[src/hdl/i2cmbe_pkg.sv]
// Package for the I2C master bit engine: sequencer step codes, transfer
// modes, command and error codes, and the state and flag structs.
// No dependencies.
package i2cmbe_pkg;

   // Command codes carried by a request transaction
   localparam logic [1:0] FUNC_TICK  = 2'd0;
   localparam logic [1:0] FUNC_LOAD  = 2'd1;
   localparam logic [1:0] FUNC_WRITE = 2'd2;
   localparam logic [1:0] FUNC_READ  = 2'd3;

   // Error codes reported with done
   localparam logic [1:0] ERR_NONE    = 2'd0;
   localparam logic [1:0] ERR_BUS     = 2'd1;
   localparam logic [1:0] ERR_NAK     = 2'd2;
   localparam logic [1:0] ERR_TIMEOUT = 2'd3;

   localparam logic [7:0] TIMEOUT_RESET = 8'd100;
   localparam logic [3:0] BITS_PER_BYTE = 4'd8;
   localparam int         CHAIN_LEN     = 6;

   typedef enum logic [1:0] {
      MODE_IDLE  = 2'd0,
      MODE_WRITE = 2'd1,
      MODE_READ  = 2'd2
   } mode_type;

   typedef enum logic [4:0] {
      S_IDLE, S_CHECK, S_START_SDA, S_START_SCL, S_ADDR, S_WSETUP, S_WBIT,
      S_WWAIT, S_WCLK, S_ACK_REL, S_ACK_CLK, S_ACK_GET, S_ACK_FIN,
      S_STOP, S_STOP_REL, S_STOP_WAIT, S_RSETUP, S_RCLK, S_RBIT,
      S_GEN_ACK, S_GEN_NAK, S_GEN_CLK, S_GEN_DONE
   } step_type;

   typedef struct packed {
      step_type   step;
      mode_type   mode;
      logic [7:0] shreg;
      logic [3:0] bitc;
      logic [7:0] bp;
      logic [7:0] total;
      logic [6:0] addr;
      logic       ack;
      logic       tmo;
      logic [7:0] wait_cnt;
      logic       sda;
      logic       scl;
   } state_type;

   typedef struct packed {
      logic       again;
      logic       done;
      logic [1:0] code;
      logic       rx_valid;
      logic [7:0] rx_byte;
   } flags_type;

endpackage

[src/hdl/i2cmbe_ram.sv]
// Generic simple dual-port RAM, one write and one registered read per cycle,
// read-first. Depends on nothing.
module i2cmbe_ram #(
   parameter int WIDTH = 8,
   parameter int DEPTH = 256,
   parameter int AW    = 8
) (
   input  logic             clock,
   input  logic             wr_en,
   input  logic [AW-1:0]    wr_addr,
   input  logic [WIDTH-1:0] wr_data,
   input  logic [AW-1:0]    rd_addr,
   output logic [WIDTH-1:0] rd_data
);

   logic [WIDTH-1:0] mem [DEPTH];

   // storage and registered read
   always_ff @(posedge clock) begin
      if (wr_en) begin
         mem[wr_addr] <= wr_data;
      end
      rd_data <= mem[rd_addr];
   end

endmodule

[src/hdl/i2cmbe_step.sv]
// One sequencer step of the bit engine; the top level chains several of
// these per tick. Depends on i2cmbe_pkg.
module i2cmbe_step #(
   parameter int TX_DEPTH = 256
) (
   input  logic                  active,
   input  i2cmbe_pkg::state_type st_in,
   input  logic                  sda,
   input  logic                  scl,
   input  logic [7:0]            tx_byte,
   input  logic [7:0]            limit,
   output i2cmbe_pkg::state_type st_out,
   output i2cmbe_pkg::flags_type flags
);
   import i2cmbe_pkg::*;

   logic [3:0] bitc_inc;
   logic [7:0] bp_inc;
   logic [7:0] sh_rx;

   assign bitc_inc = st_in.bitc + 4'd1;
   assign bp_inc   = st_in.bp + 8'd1;
   assign sh_rx    = {st_in.shreg[6:0], sda};

   always_comb begin
      st_out = st_in;
      flags  = '0;
      if (active) begin
         case (st_in.step)
            S_IDLE: begin
               st_out.sda = 1'b1;
               st_out.scl = 1'b1;
               if (st_in.mode != MODE_IDLE) begin
                  st_out.wait_cnt = '0;
                  st_out.bitc     = '0;
                  st_out.bp       = '0;
                  st_out.tmo      = 1'b0;
                  st_out.step     = S_CHECK;
               end
            end
            S_CHECK: begin
               flags.again = 1'b1;
               if (sda && scl) begin
                  st_out.step = S_START_SDA;
               end else begin
                  flags.done  = 1'b1;
                  flags.code  = ERR_BUS;
                  st_out.mode = MODE_IDLE;
                  st_out.step = S_IDLE;
               end
            end
            S_START_SDA: begin
               st_out.sda  = 1'b0;
               st_out.step = S_START_SCL;
            end
            S_START_SCL: begin
               if (scl) begin
                  st_out.scl  = 1'b0;
                  st_out.step = S_ADDR;
               end else begin
                  st_out.sda  = 1'b1;
                  flags.again = 1'b1;
                  flags.done  = 1'b1;
                  flags.code  = ERR_BUS;
                  st_out.mode = MODE_IDLE;
                  st_out.step = S_IDLE;
               end
            end
            S_ADDR: begin
               st_out.shreg = {st_in.addr, st_in.mode == MODE_READ};
               st_out.bitc  = '0;
               st_out.step  = S_WBIT;
               flags.again  = 1'b1;
            end
            S_WSETUP: begin
               st_out.shreg = (int'(st_in.bp) < TX_DEPTH) ? tx_byte : 8'd0;
               st_out.bp    = bp_inc;
               st_out.bitc  = '0;
               st_out.step  = S_WBIT;
               flags.again  = 1'b1;
            end
            S_WBIT: begin
               st_out.sda   = st_in.shreg[7];
               st_out.shreg = {st_in.shreg[6:0], 1'b0};
               st_out.bitc  = bitc_inc;
               st_out.scl   = 1'b1;
               st_out.step  = S_WWAIT;
            end
            S_WWAIT: begin
               if (scl) begin
                  st_out.step = S_WCLK;
                  flags.again = 1'b1;
               end
            end
            S_WCLK: begin
               st_out.scl = 1'b0;
               if (st_in.bitc < BITS_PER_BYTE) begin
                  st_out.step = S_WBIT;
               end else begin
                  st_out.sda  = 1'b1;
                  st_out.step = S_ACK_REL;
               end
            end
            S_ACK_REL: begin
               st_out.wait_cnt = '0;
               st_out.scl      = 1'b1;
               st_out.step     = S_ACK_CLK;
            end
            S_ACK_CLK: begin
               if (scl) begin
                  st_out.step = S_ACK_GET;
                  flags.again = 1'b1;
               end else if (st_in.wait_cnt >= limit) begin
                  st_out.tmo  = 1'b1;
                  st_out.step = S_STOP;
               end else begin
                  st_out.wait_cnt = st_in.wait_cnt + 8'd1;
               end
            end
            S_ACK_GET: begin
               st_out.ack  = !sda;
               st_out.scl  = 1'b0;
               st_out.step = S_ACK_FIN;
            end
            S_ACK_FIN: begin
               if (st_in.ack && (st_in.bp < st_in.total)) begin
                  st_out.step = (st_in.mode == MODE_WRITE) ? S_WSETUP : S_RSETUP;
               end else begin
                  st_out.step = S_STOP;
                  flags.again = 1'b1;
               end
            end
            S_STOP: begin
               st_out.sda  = 1'b0;
               st_out.scl  = 1'b1;
               st_out.step = S_STOP_REL;
            end
            S_STOP_REL: begin
               st_out.sda  = 1'b1;
               st_out.step = S_STOP_WAIT;
            end
            S_STOP_WAIT: begin
               if (sda || (st_in.wait_cnt >= limit)) begin
                  flags.again = 1'b1;
                  flags.done  = 1'b1;
                  if (!sda || st_in.tmo) begin
                     flags.code = ERR_TIMEOUT;
                  end else begin
                     flags.code = st_in.ack ? ERR_NONE : ERR_NAK;
                  end
                  st_out.mode = MODE_IDLE;
                  st_out.step = S_IDLE;
               end else begin
                  st_out.wait_cnt = st_in.wait_cnt + 8'd1;
               end
            end
            S_RSETUP: begin
               st_out.shreg = '0;
               st_out.bitc  = '0;
               st_out.step  = S_RCLK;
            end
            S_RCLK: begin
               st_out.scl  = 1'b1;
               st_out.step = S_RBIT;
            end
            S_RBIT: begin
               st_out.shreg = sh_rx;
               st_out.bitc  = bitc_inc;
               st_out.scl   = 1'b0;
               if (bitc_inc < BITS_PER_BYTE) begin
                  st_out.step = S_RCLK;
               end else begin
                  flags.rx_valid = 1'b1;
                  flags.rx_byte  = sh_rx;
                  st_out.bp      = bp_inc;
                  st_out.step    = (bp_inc < st_in.total) ? S_GEN_ACK : S_GEN_NAK;
               end
            end
            S_GEN_ACK: begin
               st_out.sda  = 1'b0;
               st_out.scl  = 1'b1;
               st_out.step = S_GEN_CLK;
            end
            S_GEN_NAK: begin
               st_out.sda  = 1'b1;
               st_out.scl  = 1'b1;
               st_out.step = S_GEN_CLK;
            end
            S_GEN_CLK: begin
               st_out.scl  = 1'b0;
               st_out.step = S_GEN_DONE;
            end
            S_GEN_DONE: begin
               st_out.scl = 1'b0;
               if (st_in.bp < st_in.total) begin
                  st_out.sda  = 1'b1;
                  st_out.step = S_RSETUP;
               end else begin
                  st_out.sda  = 1'b0;
                  st_out.step = S_STOP;
               end
            end
            default: begin
               st_out.step = S_IDLE;
               flags.again = 1'b1;
            end
         endcase
      end
   end

endmodule

[src/hdl/i2c_master_bit_engine_unit.sv]
// Top level of the I2C master bit engine: request decode, transmit store,
// step chain, and output register with skid stage.
// Depends on i2cmbe_pkg, i2cmbe_ram and i2cmbe_step.
//
//   channel  direction  ports                       handshake
//   req      in         req_func .. req_load_byte   req_valid / req_stall
//   rsp      out        rsp_sda_drive .. rsp_rx_byte rsp_valid / rsp_stall
//   csr      in         csr_wr_data                 csr_wr_en
//
// One transaction per cycle while req_stall is low; each request gives one
// registered response. A stalled response is held in the output register
// while a skid register takes one more request; req_stall rises only when
// both full. A tick runs up to six chained sequencer steps in its own cycle.
// Reset is synchronous and needs no clearing pass.
module i2c_master_bit_engine_unit #(
   parameter int TX_DEPTH = 256
) (
   input  logic       clock,
   input  logic       reset,
   input  logic       req_valid,
   output logic       req_stall,
   input  logic [1:0] req_func,
   input  logic       req_sda_in,
   input  logic       req_scl_in,
   input  logic [6:0] req_slave_addr,
   input  logic [7:0] req_byte_count,
   input  logic [7:0] req_load_index,
   input  logic [7:0] req_load_byte,
   output logic       rsp_valid,
   input  logic       rsp_stall,
   output logic       rsp_sda_drive,
   output logic       rsp_scl_drive,
   output logic       rsp_busy_res,
   output logic       rsp_done_res,
   output logic [1:0] rsp_error_code,
   output logic       rsp_rx_valid,
   output logic [7:0] rsp_rx_byte,
   input  logic       csr_wr_en,
   input  logic [7:0] csr_wr_data
);
   import i2cmbe_pkg::*;

   localparam int AW = (TX_DEPTH > 1) ? $clog2(TX_DEPTH) : 1;

   typedef struct packed {
      logic       sda;
      logic       scl;
      logic       busy;
      logic       done;
      logic [1:0] code;
      logic       rx_valid;
      logic [7:0] rx_byte;
   } rsp_type;

   state_type  st_ff, st_in;
   logic [7:0] limit_ff;
   rsp_type    out_ff, skid_ff, res;
   logic       out_valid_ff, skid_valid_ff;
   logic       accept, take;
   logic       wr_en, byp_ff;
   logic [7:0] byp_data_ff, ram_rd, tx_byte;
   logic [AW-1:0] byp_addr_ff;
   state_type  chain_st [CHAIN_LEN+1];
   flags_type  chain_fl [CHAIN_LEN];
   logic       chain_act [CHAIN_LEN+1];
   flags_type  fl_all;

   assign accept = req_valid && !req_stall;
   assign take   = out_valid_ff && !rsp_stall;
   assign req_stall = skid_valid_ff;
   assign wr_en  = accept && (req_func == FUNC_LOAD) && (int'(req_load_index) < TX_DEPTH);

   // transmit store, read ahead at the next byte pointer
   i2cmbe_ram #(.WIDTH(8), .DEPTH(TX_DEPTH), .AW(AW)) u_tx_ram (
      .clock   (clock),
      .wr_en   (wr_en),
      .wr_addr (req_load_index[AW-1:0]),
      .wr_data (req_load_byte),
      .rd_addr (st_in.bp[AW-1:0]),
      .rd_data (ram_rd)
   );

   // forward a load that landed on the prefetched entry last cycle
   assign tx_byte = (byp_ff && (byp_addr_ff == st_ff.bp[AW-1:0])) ? byp_data_ff : ram_rd;

   // step chain for one tick
   assign chain_st[0]  = st_ff;
   assign chain_act[0] = (req_func == FUNC_TICK) && (st_ff.mode != MODE_IDLE);
   for (genvar k = 0; k < CHAIN_LEN; k++) begin : g_chain
      i2cmbe_step #(.TX_DEPTH(TX_DEPTH)) u_step (
         .active  (chain_act[k]),
         .st_in   (chain_st[k]),
         .sda     (req_sda_in),
         .scl     (req_scl_in),
         .tx_byte (tx_byte),
         .limit   (limit_ff),
         .st_out  (chain_st[k+1]),
         .flags   (chain_fl[k])
      );
      assign chain_act[k+1] = chain_act[k] && chain_fl[k].again;
   end

   always_comb begin
      fl_all = '0;
      for (int k = 0; k < CHAIN_LEN; k++) begin
         fl_all = fl_all | chain_fl[k];
      end
   end

   // next state per request
   always_comb begin
      st_in = st_ff;
      if (accept) begin
         case (req_func)
            FUNC_TICK: st_in = chain_st[CHAIN_LEN];
            FUNC_LOAD: st_in = st_ff;
            FUNC_WRITE, FUNC_READ: begin
               if (st_ff.mode == MODE_IDLE) begin
                  st_in.addr  = req_slave_addr;
                  st_in.total = req_byte_count;
                  st_in.mode  = (req_func == FUNC_WRITE) ? MODE_WRITE : MODE_READ;
               end
            end
            default: st_in = st_ff;
         endcase
      end
   end

   // response fields from the new state
   always_comb begin
      res.sda      = st_in.sda;
      res.scl      = st_in.scl;
      res.busy     = st_in.mode != MODE_IDLE;
      res.done     = 1'b0;
      res.code     = ERR_NONE;
      res.rx_valid = 1'b0;
      res.rx_byte  = '0;
      if (req_func == FUNC_TICK) begin
         res.done     = fl_all.done;
         res.code     = fl_all.code;
         res.rx_valid = fl_all.rx_valid;
         res.rx_byte  = fl_all.rx_byte;
      end
   end

   // state, configuration and output registers
   always_ff @(posedge clock) begin
      if (reset) begin
         st_ff         <= '{step: S_IDLE, mode: MODE_IDLE, sda: 1'b1, scl: 1'b1,
                            default: '0};
         limit_ff      <= TIMEOUT_RESET;
         out_valid_ff  <= 1'b0;
         skid_valid_ff <= 1'b0;
         byp_ff        <= 1'b0;
      end else begin
         st_ff  <= st_in;
         byp_ff <= wr_en;
         if (csr_wr_en) begin
            limit_ff <= csr_wr_data;
         end
         if (accept) begin
            if (!out_valid_ff || take) begin
               out_valid_ff <= 1'b1;
            end else begin
               skid_valid_ff <= 1'b1;
            end
         end else if (take) begin
            out_valid_ff  <= skid_valid_ff;
            skid_valid_ff <= 1'b0;
         end
      end
   end

   // payload registers
   always_ff @(posedge clock) begin
      byp_addr_ff <= req_load_index[AW-1:0];
      byp_data_ff <= req_load_byte;
      if (accept) begin
         if (!out_valid_ff || take) begin
            out_ff <= res;
         end else begin
            skid_ff <= res;
         end
      end else if (take && skid_valid_ff) begin
         out_ff <= skid_ff;
      end
   end

   assign rsp_valid      = out_valid_ff;
   assign rsp_sda_drive  = out_ff.sda;
   assign rsp_scl_drive  = out_ff.scl;
   assign rsp_busy_res   = out_ff.busy;
   assign rsp_done_res   = out_ff.done;
   assign rsp_error_code = out_ff.code;
   assign rsp_rx_valid   = out_ff.rx_valid;
   assign rsp_rx_byte    = out_ff.rx_byte;

   // checks
   a_done_not_busy: assert property (@(posedge clock) disable iff (reset)
      rsp_valid |-> !(rsp_done_res && rsp_busy_res))
      else $error("done reported while still busy");
   a_code_needs_done: assert property (@(posedge clock) disable iff (reset)
      (rsp_valid && !rsp_done_res) |-> (rsp_error_code == ERR_NONE))
      else $error("error code without done");
   a_skid_order: assert property (@(posedge clock) disable iff (reset)
      skid_valid_ff |-> out_valid_ff)
      else $error("skid stage full while output empty");
   a_rx_not_done: assert property (@(posedge clock) disable iff (reset)
      (rsp_valid && rsp_rx_valid) |-> !rsp_done_res)
      else $error("received byte and done in one transaction");

endmodule

[config.mk]
export PLATFORM = sky130hd
export DESIGN_NAME = i2c_master_bit_engine_unit
export DESIGN_NICKNAME = d
export VERILOG_FILES = /design/src/hdl/i2cmbe_pkg.sv /design/src/hdl/i2cmbe_ram.sv /design/src/hdl/i2cmbe_step.sv /design/src/hdl/i2c_master_bit_engine_unit.sv
export SDC_FILE = /design/constraint.sdc
export NUM_CORES = 2
export LEC_CHECK = 0
export BUFFER_PORTS_ARGS = -buffer_cell sky130_fd_sc_hd__buf_4
export CAP_MARGIN = 20
export CELL_PAD_IN_SITES_DETAIL_PLACEMENT = 1
export CELL_PAD_IN_SITES_GLOBAL_PLACEMENT = 2
export CORE_ASPECT_RATIO = 1.4
export CORE_MARGIN = 2
export CORE_UTILIZATION = 35
export DETAILED_ROUTE_END_ITERATION = 7
export GPL_ROUTABILITY_DRIVEN = 0
export PLACE_DENSITY_LB_ADDON = 0.1
export SYNTH_ARGS = -nofsm -noshare
export SYNTH_HDL_FRONTEND = slang
export SYNTH_HIERARCHICAL = 1
export SYNTH_SLANG_ARGS = --single-unit
export TNS_END_PERCENT = 20
[constraint.sdc]
create_clock -name clock -period 27.5 [get_ports clock]
set_input_delay 5.5 -clock clock [delete_from_list [all_inputs] [get_ports clock]]
set_output_delay 5.5 -clock clock [all_outputs]
set_load 0.02 [all_outputs]
# Word-level counts from Yosys, hierarchy flattened
# Memory sizes are Yosys's and may differ from the RTL's. A register that Yosys moved wholly into a read port is not among the register bits.
# Index checks and enable logic that the tools add are counted.
dict set report word_totals {
  rom_bits 0
  word_cells 651
  mem_bits_rw 2048
  n_memories 1
  ff_bits 111
  latch_bits 0
  inputBits 48
}
# name words word_bits read_ports rd_clocked_by_memory_dff write_ports line_no
set memory_table {}
lappend memory_table {u_tx_ram.mem 256 8 1 1 1 i2cmbe_ram.sv:16} ;# logic [WIDTH-1:0] mem [DEPTH];
dict set report classes {
  shifts 0
  reduce_logical 118
  order_cmp 30
  n_div 0
  addsub 18
  bitwise 7
  n_mux 294
  mul 0
  n_eq_ne 151
}
# cell count
set ops {}
lappend ops {{5-bit case mux with 21 select lines} 6}
lappend ops {{5-bit by 4-bit == test with 1-bit output (second input constant)} 48}
lappend ops {{5-bit two-way mux} 48}
lappend ops {{8-bit case mux with 5 select lines} 6}
lappend ops {{9-bit two-way mux} 24}
lappend ops {{5-bit == test (second input constant)} 42}
lappend ops {{8-bit case mux with 4 select lines} 6}
lappend ops {{12-bit two-way mux} 15}
lappend ops {{27-bit two-way mux} 6}
lappend ops {{8-bit two-way mux} 19}
lappend ops {{8-bit case mux with 3 select lines} 6}
lappend ops {{5-bit by 3-bit == test with 1-bit output (second input constant)} 24}
lappend ops {{8-bit by 1-bit adder with 8-bit output (second input constant)} 12}
lappend ops {{8-bit < comparator} 12}
lappend ops {{15-bit two-way mux} 5}
lappend ops {{15-bit OR reduction} 5}
lappend ops {{4-bit case mux with 3 select lines} 6}
lappend ops {{13-bit two-way mux} 5}
lappend ops {{5-bit by 2-bit == test with 1-bit output (second input constant)} 12}
lappend ops {{12-bit OR} 5}
lappend ops {{2-bit two-way mux} 27}
lappend ops {{3-bit case mux with 3 select lines} 6}
lappend ops {{3-bit OR reduction} 18}
lappend ops {{1-bit two-way mux} 50}
lappend ops {{31 further kinds} 205}

# Logic depth before layout (Yosys ltp)
dict set report depth {
  word_depth 41
  mapped_depth 69
  depth_no_buf 58
}

# By module
# Netlist, hierarchy kept.
# mod area_each_um2 instances seq_area_each_um2 cells_per_inst
set modules_own_cells {}
lappend modules_own_cells {i2cmbe_ram 79562.6 1 61659.1 3735}
lappend modules_own_cells {{i2cmbe_step (g_chain[0].u_step ...)} 2675.1 5 0.0 405}
lappend modules_own_cells {i2c_master_bit_engine_unit 4465.5 1 2522.4 412}
lappend modules_own_cells {{i2cmbe_step (g_chain[1].u_step)} 2521.2 1 0.0 408}

# Worst setup path before layout
# No wires, ideal clock.
dict set report synth_timing {
  path_type {in2reg}
  startpoint {input req_func[0]}
  endpoint {register u_tx_ram.rd_data[6] (read register of u_tx_ram.mem)}
  cell_stages 57
  arrival_ps 16896
  setup_ps 129
  n_path_buf 11
  required_ps 27371
  setup_slack_ps 10475
  path_cell_list {or2_1 -> buf_4 -> nor2_1 -> clkbuf_1 -> o2111ai_4 -> a211oi_2 -> ha_1 -> or3_1 -> a21oi_1 -> o31ai_2 -> or3_1 -> buf_2 -> o21ai_0 -> inv_1 -> ha_1 -> nand2b_1 -> a21oi_1 -> o31a_1 -> (+21 left out) -> buf_6 -> or2_1 -> buf_2 -> nor4_4 -> nand2_2 -> o311ai_2 -> nand2_1 -> o21ai_0 -> mux2_2 -> buf_6 -> buf_8 -> buf_6 -> buf_6 -> mux4_2 -> a22oi_1 -> a21oi_1 -> nor4_1 -> nor4_2}
}
# element line_no
set synth_lines {}
lappend synth_lines {{start, declared} i2c_master_bit_engine_unit.sv:22} ;# input logic [1:0] req_func,
lappend synth_lines {{end, declared} i2cmbe_ram.sv:13} ;# output logic [WIDTH-1:0] rd_data

==> results.sh <==
export IMPL_outcome="complete, no violations"
export IMPL_rr_worst_depth=64
export IMPL_rows=232
export IMPL_cts_root_buf="clkbuf_16"
export IMPL_dp_hpwl_mm=230.6
export IMPL_min_path_type="reg2reg"
export IMPL_drt_iter0_markers=4637
export IMPL_grtUsageTotal_pct=22.92
export IMPL_postSynthCellCount=6576
export IMPL_slowest_stage="o311ai_2"
export IMPL_core_area_sq_um=284500
export IMPL_post_route_period_util_pct=81.95
export IMPL_crit_type="in2reg"
export IMPL_crit_fanout=49
export IMPL_htree_levels=4
export IMPL_ctsResizeCount=0
export IMPL_clk_path_buf_depth=4
export IMPL_die_area_sq_um=289800
export IMPL_finalSetupViolCount=0
export IMPL_r2r_start="chain_st[351]"
export IMPL_start_util_pct=35.12
export IMPL_drtAntennaViolNets=0
export IMPL_crit_start="req_func[1]"
export IMPL_cts_hold_buf=0
export IMPL_viasPerCell=5.642
export IMPL_area_growth_syn_to_layout_pct=11.23
export IMPL_max_stage_delay_ns=0.88
export IMPL_worstPathArrival_ns=23.29
export IMPL_overflow=0
export IMPL_tns_ns=0
export IMPL_finish_net_count=6767
export IMPL_drt_wl_total_mm=336.2
export IMPL_cp_required_ns=28.26
export IMPL_multi_input_area_sq_um=32300
export IMPL_total_power_mw=6.812
export IMPL_finalHoldViolations=0
export IMPL_leakage_nw=34.25
export IMPL_end_kind="register"
export IMPL_power_density_nw_per_um2=61.30
export IMPL_clkSinkCount=2167
export IMPL_n_fill_cell=28450
export IMPL_worst_slew_pin_slew_ns=1.326
export IMPL_first_global_vias=62990
export IMPL_cts_tree="yes"
export IMPL_finish_instance_area_sq_um=111100
export IMPL_grt_max_degree=131
export IMPL_vias=59230
export IMPL_worstSetupStartpointType="primary input"
export IMPL_synth_warnings=6
export IMPL_syn_avg_cell_area_sq_um=15.19
export IMPL_rsz0062_at_grt="false"
export IMPL_cpMostUsedCell="buf_4"
export IMPL_clock_skew_ns=0.07928
export IMPL_syn_nets=6774
export IMPL_regToRegEndpoint="u_tx_ram/rd_data[3]"
export IMPL_grt_pass1_wl_mm=481.1
export IMPL_rrSetupSlack_ns=8.43
export IMPL_max_slew_margin_pct=11.59
export IMPL_drc=0
export IMPL_drv_slew=0
export IMPL_placed_cell_area_sq_um=104000
export IMPL_clk_pin_slew_ns=0.06
export IMPL_min_period_ns=22.54
export IMPL_die_w_um=455.5
export IMPL_antenna_found_initial=13
export IMPL_critPathCapture="u_tx_ram/rd_data[3]"
export IMPL_timing_fmax_ghz=0.04437
export IMPL_io_pins=65
export IMPL_drt_pass1_iterations=7
export IMPL_clock_latency_ns=0.91
export IMPL_maxCapViolations=0
export IMPL_worstHoldStart="chain_st[334]"
export IMPL_drive_above_1_share_pct=18.50
export IMPL_cts_setup_buffers=0
export IMPL_peakVddDrop_v=0.00006076
export IMPL_wire_per_inst_um=32.02
export IMPL_cts_buffers=223
export IMPL_die_h_um=636.1
export IMPL_seqCellArea_sq_um=64180
export IMPL_numPortBuffers=64
export IMPL_netlist_area_sq_um=99900
## metal layers
metal | routed length (um) | vias up | GRT usage, %
met1 | 128200 | 31630 | 26.32
met2 | 183000 | 1125 | 43.32
met5 | 34 | - | 0
li1 | - | 25990 | -
met3 | 9814 | 485 | 2.171
met4 | 15150 | 6 | 9.344
## layout by cell type, fill, tap and decap left out, types with 52 or more instances in the layout
cell       count
clkbuf_1      52
nand2b_1      79
nand3_1      122
o21ai_0      147
and3_1        82
nor3_1        61
nor2_1       573
nand2_1      327
ha_1         150
edfxtp_1    2078
dfxtp_1       89
a22oi_1      145
a21oi_1      295
mux2i_1      163
clkbuf_16    227
mux4_2       456
inv_1        160
buf_4        239
nor2b_1      113
## flip-flops by register name (all words and copies together), names as in the netlist
register,flops
byp_addr_ff,8
byp_data_ff,8
byp_ff,1
chain_st,54
limit_ff,8
req_stall,1
rsp_busy_res,1
rsp_done_res,1
rsp_error_code,2
rsp_rx_byte,8
rsp_rx_valid,1
rsp_scl_drive,1
rsp_sda_drive,1
rsp_valid,1
skid_ff,15
u_tx_ram/mem,2048
u_tx_ram/rd_data,8
## critical path, delay by kind of cell
family	cells	cell delay, ns
buffers and inverters	10	2.74
muxes	2	1.32
adders and majority gates	2	0.56
AOI/OAI and AO/OA	23	7.68
and+or+nand+nor	22	4.57
xor gates and xnor gates	3	0.65
## worst min path at each step
| stage | endpoint | slack, ns | cells past startpoint |
|---|---|---|---|
| 2_1_floorplan | chain_st[376] | 0.43 | 2 |
| 3_3_place_gp | chain_st[334] | 0.48 | 2 |
| 3_5_place_dp | chain_st[368] | 0.49 | 2 |
| 4_1_cts | chain_st[334] | 0.50 | 2 |
| 5_1_grt | chain_st[334] | 0.53 | 2 |
| 6_report | chain_st[334] | 0.50 | 2 |
## where the power goes
group / switching, mW / internal [mW] / leakage [nW]
registers: 0.0105 / 3.62 / 19.4
logic: 0.149 / 0.0460 / 11.4
clock network: 1.29 / 1.69 / 3.42
total: 1.45 / 5.36 / 34.3
## through the flow
step           instances  utilization [%]  worst slack, ns  hold slack, ns
2_1_floorplan       6576                -            10.47          0.4330
3_3_place_gp       10070            36.51            3.143          0.4785
3_5_place_dp       10080            36.56            3.863          0.4921
4_1_cts            10480            39.02            4.741          0.5017
5_1_grt            10490            39.06            3.937          0.5301
6_report           10500            39.06            4.964          0.4963
## final cells by class
class	instances	share of cell area, %
Timing Repair Buffer	271	2.073
Clock buffer	290	5.424
Clock inverter	113	0.8952
Sequential cell	2167	57.76
Antenna cell	7	0.01576
Inverter	161	0.5439
Multi-Input combinational cell	3745	29.07
Tap cell	3744	4.216
(Power assumes the default switching activity.)
